==> src/sv/lfpd_pkg.sv <==
// ----------------------------------------------------------------------------
// lfpd_pkg
// Shared constants and types of the line follower PD drive block.
// ----------------------------------------------------------------------------
package lfpd_pkg;

   localparam int unsigned LINE_BITS_W  = 8;
   localparam int unsigned SPEED_W      = 8;
   localparam int unsigned DIST_W       = 10;
   localparam int unsigned GAIN_W       = 8;
   localparam int unsigned DUTY_W       = 8;
   localparam int unsigned ERR_W        = 8;
   localparam int unsigned CSR_INDEX_W  = 2;
   localparam int unsigned CSR_DATA_W   = 10;

   localparam logic [GAIN_W-1:0] PROP_GAIN_RST      = 8'd1;
   localparam logic [GAIN_W-1:0] DERIV_GAIN_RST     = 8'd0;
   localparam logic [DIST_W-1:0] OBSTACLE_LIMIT_RST = 10'd30;

   localparam logic signed [ERR_W-1:0] ERR_CENTER = 8'sd0;
   localparam logic signed [ERR_W-1:0] ERR_INNER  = 8'sd12;
   localparam logic signed [ERR_W-1:0] ERR_EDGE   = 8'sd70;
   localparam logic signed [ERR_W-1:0] ERR_LOST   = 8'sd60;
   localparam logic signed [ERR_W-1:0] ERR_OUTER  = 8'sd40;
   localparam logic signed [ERR_W-1:0] ERR_MID    = 8'sd20;

   localparam logic signed [9:0] DRIVE_MAX = 10'sd240;
   localparam logic signed [9:0] SIDE_BIAS = 10'sd25;
   localparam logic [9:0]        DUTY_MAX  = 10'd255;

   typedef enum logic [CSR_INDEX_W-1:0] {
      CSR_PROP_GAIN      = 2'd0,
      CSR_DERIV_GAIN     = 2'd1,
      CSR_OBSTACLE_LIMIT = 2'd2
   } csr_index_type;

endpackage

==> src/sv/line_follower_pd_drive.sv <==
// ----------------------------------------------------------------------------
// line_follower_pd_drive
// PD line follower: sensor bits to signed error, PD term, saturated and
// biased left/right drive as direction plus duty, obstacle stop.
// ----------------------------------------------------------------------------
//  channel  handshake               word
//  req      req_valid / req_ready   line_bits, drive_speed, obstacle_distance
//  rsp      rsp_valid / rsp_ready   left/right reverse and duty, line_error
//  csr      csr_valid / csr_ready   csr_index, csr_data (ready always high)
//
//  An accepted request passes through the input register and then the result
//  register; one word per cycle sustained unless the result is stalled.
//  An input register feeds the error map, a 9x8 and a 9x9 multiplier and the
//  saturation logic, which load the result register.
//  Synchronous active-high reset clears valids and the error state and
//  restores the gains and the obstacle limit.
//  A stalled result holds its word; the input register still takes one more.
// ----------------------------------------------------------------------------
module line_follower_pd_drive (
   input  logic                              clock,
   input  logic                              reset,
   input  logic                              req_valid,
   output logic                              req_ready,
   input  logic [lfpd_pkg::LINE_BITS_W-1:0]  req_line_bits,
   input  logic [lfpd_pkg::SPEED_W-1:0]      req_drive_speed,
   input  logic [lfpd_pkg::DIST_W-1:0]       req_obstacle_distance,
   output logic                              rsp_valid,
   input  logic                              rsp_ready,
   output logic                              rsp_left_reverse,
   output logic [lfpd_pkg::DUTY_W-1:0]       rsp_left_duty,
   output logic                              rsp_right_reverse,
   output logic [lfpd_pkg::DUTY_W-1:0]       rsp_right_duty,
   output logic signed [lfpd_pkg::ERR_W-1:0] rsp_line_error,
   input  logic                              csr_valid,
   output logic                              csr_ready,
   input  logic [lfpd_pkg::CSR_INDEX_W-1:0]  csr_index,
   input  logic [lfpd_pkg::CSR_DATA_W-1:0]   csr_data
);
   import lfpd_pkg::*;

   logic [GAIN_W-1:0]      prop_gain_ff;
   logic [GAIN_W-1:0]      deriv_gain_ff;
   logic [DIST_W-1:0]      obstacle_limit_ff;

   logic                   s1_valid_ff;
   logic [LINE_BITS_W-1:0] s1_bits_ff;
   logic [SPEED_W-1:0]     s1_speed_ff;
   logic [DIST_W-1:0]      s1_dist_ff;

   logic signed [ERR_W-1:0] prev_error_ff;
   logic                    line_seen_ff;

   logic                    rsp_valid_ff;
   logic                    rsp_left_reverse_ff;
   logic [DUTY_W-1:0]       rsp_left_duty_ff;
   logic                    rsp_right_reverse_ff;
   logic [DUTY_W-1:0]       rsp_right_duty_ff;
   logic signed [ERR_W-1:0] rsp_line_error_ff;

   logic                    advance;
   logic                    found;
   logic signed [ERR_W-1:0] err_in;
   logic signed [8:0]       diff;
   logic signed [8:0]       prop_s;
   logic signed [8:0]       deriv_s;
   logic signed [16:0]      p_term;
   logic signed [16:0]      d_term;
   logic signed [17:0]      pd;
   logic signed [17:0]      left_raw;
   logic signed [17:0]      right_raw;
   logic signed [9:0]       left_sat;
   logic signed [9:0]       right_sat;
   logic signed [9:0]       left_drv;
   logic signed [9:0]       right_drv;
   logic [9:0]              left_mag;
   logic [9:0]              right_mag;
   logic                    stop;
   logic                    near_center;

   assign advance   = !rsp_valid_ff || rsp_ready;
   assign req_ready = !s1_valid_ff || advance;
   assign csr_ready = 1'b1;

   always_ff @(posedge clock) begin
      if (reset) begin
         prop_gain_ff      <= PROP_GAIN_RST;
         deriv_gain_ff     <= DERIV_GAIN_RST;
         obstacle_limit_ff <= OBSTACLE_LIMIT_RST;
      end else if (csr_valid) begin
         unique case (csr_index)
            CSR_PROP_GAIN:      prop_gain_ff      <= csr_data[GAIN_W-1:0];
            CSR_DERIV_GAIN:     deriv_gain_ff     <= csr_data[GAIN_W-1:0];
            CSR_OBSTACLE_LIMIT: obstacle_limit_ff <= csr_data;
            default: ;
         endcase
      end
   end

   always_ff @(posedge clock) begin
      if (reset) begin
         s1_valid_ff <= 1'b0;
      end else if (req_ready) begin
         s1_valid_ff <= req_valid;
      end
   end

   always_ff @(posedge clock) begin
      if (req_ready && req_valid) begin
         s1_bits_ff  <= req_line_bits;
         s1_speed_ff <= req_drive_speed;
         s1_dist_ff  <= req_obstacle_distance;
      end
   end

   // error map in priority order
   always_comb begin
      found  = 1'b1;
      err_in = prev_error_ff;
      priority if (s1_bits_ff[3] && s1_bits_ff[4]) begin
         err_in = ERR_CENTER;
      end else if (s1_bits_ff[3]) begin
         err_in = -ERR_INNER;
      end else if (s1_bits_ff[4]) begin
         err_in = ERR_INNER;
      end else if (s1_bits_ff[0]) begin
         err_in = line_seen_ff ? -ERR_EDGE : ERR_LOST;
      end else if (s1_bits_ff[7]) begin
         err_in = line_seen_ff ? ERR_EDGE : -ERR_LOST;
      end else if (s1_bits_ff[1]) begin
         err_in = -ERR_OUTER;
      end else if (s1_bits_ff[6]) begin
         err_in = ERR_OUTER;
      end else if (s1_bits_ff[2]) begin
         err_in = -ERR_MID;
      end else if (s1_bits_ff[5]) begin
         err_in = ERR_MID;
      end else begin
         found = 1'b0;
      end
   end

   always_comb begin
      diff     = 9'(err_in) - 9'(prev_error_ff);
      prop_s   = $signed({1'b0, prop_gain_ff});
      deriv_s  = $signed({1'b0, deriv_gain_ff});
      p_term   = 17'(prop_s * err_in);
      d_term   = 17'(deriv_s * diff);
      pd       = 18'(p_term) + 18'(d_term);
      left_raw  = 18'($signed({1'b0, s1_speed_ff})) + pd;
      right_raw = 18'($signed({1'b0, s1_speed_ff})) - pd;

      if (left_raw > 18'(DRIVE_MAX)) begin
         left_sat = DRIVE_MAX;
      end else if (left_raw < -18'(DRIVE_MAX)) begin
         left_sat = -DRIVE_MAX;
      end else begin
         left_sat = left_raw[9:0];
      end
      if (right_raw > 18'(DRIVE_MAX)) begin
         right_sat = DRIVE_MAX;
      end else if (right_raw < -18'(DRIVE_MAX)) begin
         right_sat = -DRIVE_MAX;
      end else begin
         right_sat = right_raw[9:0];
      end

      near_center = (err_in > -ERR_OUTER) && (err_in < ERR_OUTER);
      left_drv  = near_center ? left_sat  : left_sat - SIDE_BIAS;
      right_drv = near_center ? right_sat + SIDE_BIAS : right_sat;

      left_mag  = left_drv[9]  ? 10'(-left_drv)  : 10'(left_drv);
      right_mag = right_drv[9] ? 10'(-right_drv) : 10'(right_drv);
      stop      = s1_dist_ff < obstacle_limit_ff;
   end

   always_ff @(posedge clock) begin
      if (reset) begin
         prev_error_ff <= '0;
         line_seen_ff  <= 1'b0;
         rsp_valid_ff  <= 1'b0;
      end else if (advance) begin
         rsp_valid_ff <= s1_valid_ff;
         if (s1_valid_ff) begin
            line_seen_ff <= found;
            if (found) begin
               prev_error_ff <= err_in;
            end
         end
      end
   end

   always_ff @(posedge clock) begin
      if (advance && s1_valid_ff) begin
         rsp_line_error_ff    <= err_in;
         rsp_left_reverse_ff  <= !stop && left_drv[9];
         rsp_right_reverse_ff <= !stop && right_drv[9];
         rsp_left_duty_ff     <= stop ? '0 :
                                 (left_mag > DUTY_MAX) ? DUTY_MAX[DUTY_W-1:0] :
                                 left_mag[DUTY_W-1:0];
         rsp_right_duty_ff    <= stop ? '0 :
                                 (right_mag > DUTY_MAX) ? DUTY_MAX[DUTY_W-1:0] :
                                 right_mag[DUTY_W-1:0];
      end
   end

   assign rsp_valid         = rsp_valid_ff;
   assign rsp_left_reverse  = rsp_left_reverse_ff;
   assign rsp_left_duty     = rsp_left_duty_ff;
   assign rsp_right_reverse = rsp_right_reverse_ff;
   assign rsp_right_duty    = rsp_right_duty_ff;
   assign rsp_line_error    = rsp_line_error_ff;

endmodule

==> config.mk <==
export PLATFORM = sky130hd
export DESIGN_NAME = line_follower_pd_drive
export DESIGN_NICKNAME = d
export VERILOG_FILES = /design/src/sv/lfpd_pkg.sv /design/src/sv/line_follower_pd_drive.sv
export SDC_FILE = /design/constraint.sdc
export NUM_CORES = 1
export LEC_CHECK = 0
export BUFFER_PORTS_ARGS = -buffer_cell sky130_fd_sc_hd__buf_2
export CORE_MARGIN = 2
export CORE_UTILIZATION = 42
export DETAILED_ROUTE_END_ITERATION = 6
export PLACE_DENSITY = 0.58
export SYNTH_ARGS = -nofsm -noshare
export SYNTH_HDL_FRONTEND = slang
export SYNTH_SLANG_ARGS = --single-unit
==> constraint.sdc <==
create_clock -name clock -period 20.8 [get_ports clock]
set_input_delay 1.04 -clock clock [delete_from_list [all_inputs] [get_ports clock]]
set_output_delay 1.04 -clock clock [all_outputs]
set_load 0.03 [all_outputs]
==> parameters.txt <==
Parameter                              Value

Power
  Leakage component of the power ... ~6.0 nW
  Relative contribution of sequential cells to total power ... between 15 and 20%
  Switching share of power ... 50.8%
  Total chip power ... 1.25 mW
  Clock Power Share ... between 10% and 20%
  Cell-internal power ... between 600 and 700 uW
  Logic gate share of total power ... a little over two thirds
  Sw power ... 635 uW
  Cell Pwr Density ... ~96 nW/um2
  Peak supply drop ... 47.0 uV

Global routing
  Global route total overflow ... 0
  Initial antenna violation count ... 0
  Largest net degree at the start of global routing ... 38
  Wire length of the first global-routing pass ... 45800 um
  All-Layer GR Usage ... 18.4%
  Vias in the first global route ... roughly 9.4k

Floorplanning
  Area of the die ... 29800 um2
  Starting density of the core ... 42.8%
  Count of pins on the block boundary ... 72
  Count of standard-cell rows ... 61
  Die Span Y ... 173 um
  Die Width ... approximately 170 um
  Area of the placeable core ... 27900 um2

CTS
  Clock Latency Late Sink ... 0.35 ns
  H-tree depth ... 3
  Clock transition time at the flip-flop clock pins of the worst setup and hold paths ... 0.08 ns
  Root Buffer Master ... sky130_fd_sc_hd__clkbuf_16
  CTS tree ... built
  Number of buffers inserted by hold repair at cts ... 0
  Total clock buffers created by CTS ... 9
  CTS resizes ... 0
  Number of sinks driven by the clock tree ... 89
  Bufs on Longest Clock Path ... 2
  Number of buffers inserted to repair setup after CTS ... 0

Critical path
  Highest-delay cell along the critical path ... sky130_fd_sc_hd__nor4_1
  Critical path fanouts, max ... 13
  Worst stage delay on the critical path ... 0.80 ns
  Critical Setup Path Class ... reg2reg
  Reg2Reg Capture Point ... rsp_right_duty[6]$_SDFFCE_PN0P_
  Worst R2R Setup Slack ... 6.32 ns
  CP dominant cell by count ... sky130_fd_sc_hd__fa_1
  Kind of start point of the critical path ... flip-flop
  Data arrival time of the worst path ... 14.58 ns
  Startpoint of the worst register-to-register path ... s1_bits_ff[7]$_DFFE_PP_
  Capturing instance or port of the critical path ... rsp_right_duty[6]$_SDFFCE_PN0P_
  Category of the worst setup path capture point ... flip-flop
  Required time of the worst setup path ... 20.89 ns
  Launch point of the critical path ... s1_bits_ff[7]$_DFFE_PP_
  R2R cell count ... 53

Route
  First-pass DRT Iterations ... 5
  Total wirelength of the detailed-routed design ... between 20000 and 30000 um
  Total via count in the routed design ... 9347
  Drt initial violations ... 485
  Antenna viol nets, final ... 0
  Final routed DRC violation total ... 0
  WL per Instance ... 15.1 um
  Detailed-route vias per instance ... 5.25

STA
  Least setup slack across all paths after layout ... between 6 and 7 ns
  Post-layout minimum cycle time ... 14.48 ns
  Relative slew slack ... 25.5%
  Final setup violation count ... 0
  Summed negative setup slack over all endpoints ... 0 ns
  Final number of max-transition violations ... 0
  Unrepaired setup endpoints after global routing ... no
  Fmax ... 69.0 MHz
  Final hold violation count ... 0
  Slew @ Worst Pin ... between 1 and 1.5 ns
  Post-Route Skew ... 0.00931 ns
  Final worst path period share ... between 60 and 70%

Final layout
  Share of final-layout standard cells stronger than drive strength 1 ... 10.7%
  Area added between synthesis and finish ... 8.49%
  Count of nets after finishing ... 1676
  Largest registers ... obstacle_limit_ff (10), s1_dist_ff (10)
  Final antenna diode count ... 0

Hold path
  Worst Hold Launch ... obstacle_limit_ff[6]$_SDFFE_PP0P_
  Min-delay worst type ... reg2reg

Logic synthesis
  Synth top area cells ... sky130_fd_sc_hd__fa_1 (17%), sky130_fd_sc_hd__ha_1 (14%), sky130_fd_sc_hd__edfxtp_1 (13%)
  Synthesized flop and latch total ... 89
  Number of nets in the synthesized netlist ... 1634
  Number of distinct library cell variants in the gate-level netlist after synthesis ... 90
  Sequential area share after synthesis ... 19.2%
  Yosys top cell by area ... sky130_fd_sc_hd__fa_1
  Post-synth EDFFs ... 52
  Fraction of registers with async set or reset after synthesis ... 0%
  Top cell type's share of synthesized area ... 16.6%
  Predominant post-synthesis flop cell ... sky130_fd_sc_hd__edfxtp_1
  Area of the mapped netlist ... 12000 um2
  Number of instances in the synthesized netlist ... about 1.4k
  Synthesis Warnings ... 0
  Mean area per synthesized cell ... 8.83 um2

Placed design
  RD Place Congestion ... 0.864
  HPWL after detailed placement ... 22100 um
  IO Port Bufs ... 70
  Pre-CTS setup slack ... 6.42 ns

Status
  Status ... complete, no violations

Job
  Max-cap check violation count ... 0
==> layout make-up <==
class / count / area [um2]
fillers: 2777 / 15000
clock inverters: 7 / 80.1
multi-input cells: 1027 / 8750
repair buffers: 81 / 433
clock buffers: 9 / 225
well taps: 378 / 473
flip-flops and latches: 89 / 2300
inverters: 189 / 709
==> per-stage QoR <==
stage / std cells / utilization (%) / hold slack [ns] / area (um2)
floorplan: 1355 / - / 0.436 / 12000
global placement: 1764 / 45.4 / 0.443 / 12700
detailed placement: 1764 / 45.4 / 0.448 / 12700
CTS: 1780 / 46.5 / 0.460 / 13000
global route: 1780 / 46.5 / 0.472 / 13000
finish: 1780 / 46.5 / 0.460 / 13000
==> critical path, delay by kind of cell, from the launching register on <==
family / cells / cell delay, ns
adders and majority gates: 13 / 5.34
and+or+nand+nor: 19 / 4.22
AOI/OAI and AO/OA: 12 / 2.73
muxes: 1 / 0.74
DFF: 1 / 0.51
buffers and inverters: 6 / 0.33
xor gates and xnor gates: 2 / 0.31
==> power by group through the flow <==
stage               Combinational, mW  Clock [mW]  Sequential [mW]
floorplan                       0.682           0            0.228
global placement                0.858           0            0.218
detailed placement              0.860           0            0.218
CTS                             0.867       0.174            0.214
global route                    0.971       0.178            0.216
finish                          0.869       0.167            0.214
==> cell usage after synthesis, types with 11 or more instances <==
| library cell | number |
|---|---|
| sky130_fd_sc_hd__nand2_1 | 101 |
| sky130_fd_sc_hd__o211ai_1 | 12 |
| sky130_fd_sc_hd__xor2_1 | 21 |
| sky130_fd_sc_hd__fa_1 | 99 |
| sky130_fd_sc_hd__o21ai_0 | 32 |
| sky130_fd_sc_hd__nor3_1 | 27 |
| sky130_fd_sc_hd__nor2_1 | 89 |
| sky130_fd_sc_hd__clkbuf_1 | 36 |
| sky130_fd_sc_hd__a21o_1 | 20 |
| sky130_fd_sc_hd__nand2b_1 | 31 |
| sky130_fd_sc_hd__ha_1 | 137 |
| sky130_fd_sc_hd__inv_1 | 189 |
| sky130_fd_sc_hd__edfxtp_1 | 52 |
| sky130_fd_sc_hd__xnor2_1 | 49 |
| sky130_fd_sc_hd__dfxtp_1 | 37 |
| sky130_fd_sc_hd__a21oi_1 | 67 |
| sky130_fd_sc_hd__nor2b_1 | 18 |
| sky130_fd_sc_hd__and2_1 | 67 |
| sky130_fd_sc_hd__a31oi_1 | 11 |
| sky130_fd_sc_hd__mux2i_1 | 28 |
| sky130_fd_sc_hd__nand3_1 | 23 |
==> layer usage <==
metal  vias to the layer above  part of all wire, %  track usage, %
met2                       169                   50            32.8
met4                         0                  1.1            3.67
met1                      4491                   46            23.9
met3                        20                  3.0            2.24
li1                       4667                    -               -
met5                         -                    0               0
==> logic make-up after synthesis <==
| family | share of synthesized area (%) |
|---|---|
| fa+ha+maj | 30.9 |
| other cells | 0.0314 |
| buf+inv | 7.73 |
| xor+xnor | 5.76 |
| flops | 19.2 |
| compound gates | 15.1 |
| mux | 2.53 |
| simple gates | 18.7 |
==> worst min-delay path by stage <==
stage | cells past startpoint | to | slack, ns
after floorplan | 2 | obstacle_limit_ff[5]$_SDFFE_PP0P_ | 0.44
after global placement | 2 | obstacle_limit_ff[5]$_SDFFE_PP0P_ | 0.44
after detailed placement | 2 | obstacle_limit_ff[9]$_SDFFE_PP0P_ | 0.45
after CTS | 2 | obstacle_limit_ff[9]$_SDFFE_PP0P_ | 0.46
after global routing | 2 | obstacle_limit_ff[9]$_SDFFE_PP0P_ | 0.47
final | 2 | obstacle_limit_ff[6]$_SDFFE_PP0P_ | 0.46
==> cells in the final DEF, fill, tap and decap left out, drive strengths merged, types with 24 or more instances in the layout <==
master	Yosys	routed
buf	14	81
fa	99	99
mux2i	28	28
nor2	90	90
inv	189	192
ha	137	137
xor2	24	24
dfxtp	37	37
nand2b	32	32
nor3	27	27
and2	67	67
edfxtp	52	52
a21oi	70	70
nand2	101	101
o21ai	47	47
nand3	25	25
xnor2	50	50
No activity file was read; power rests on OpenSTA's default activity.
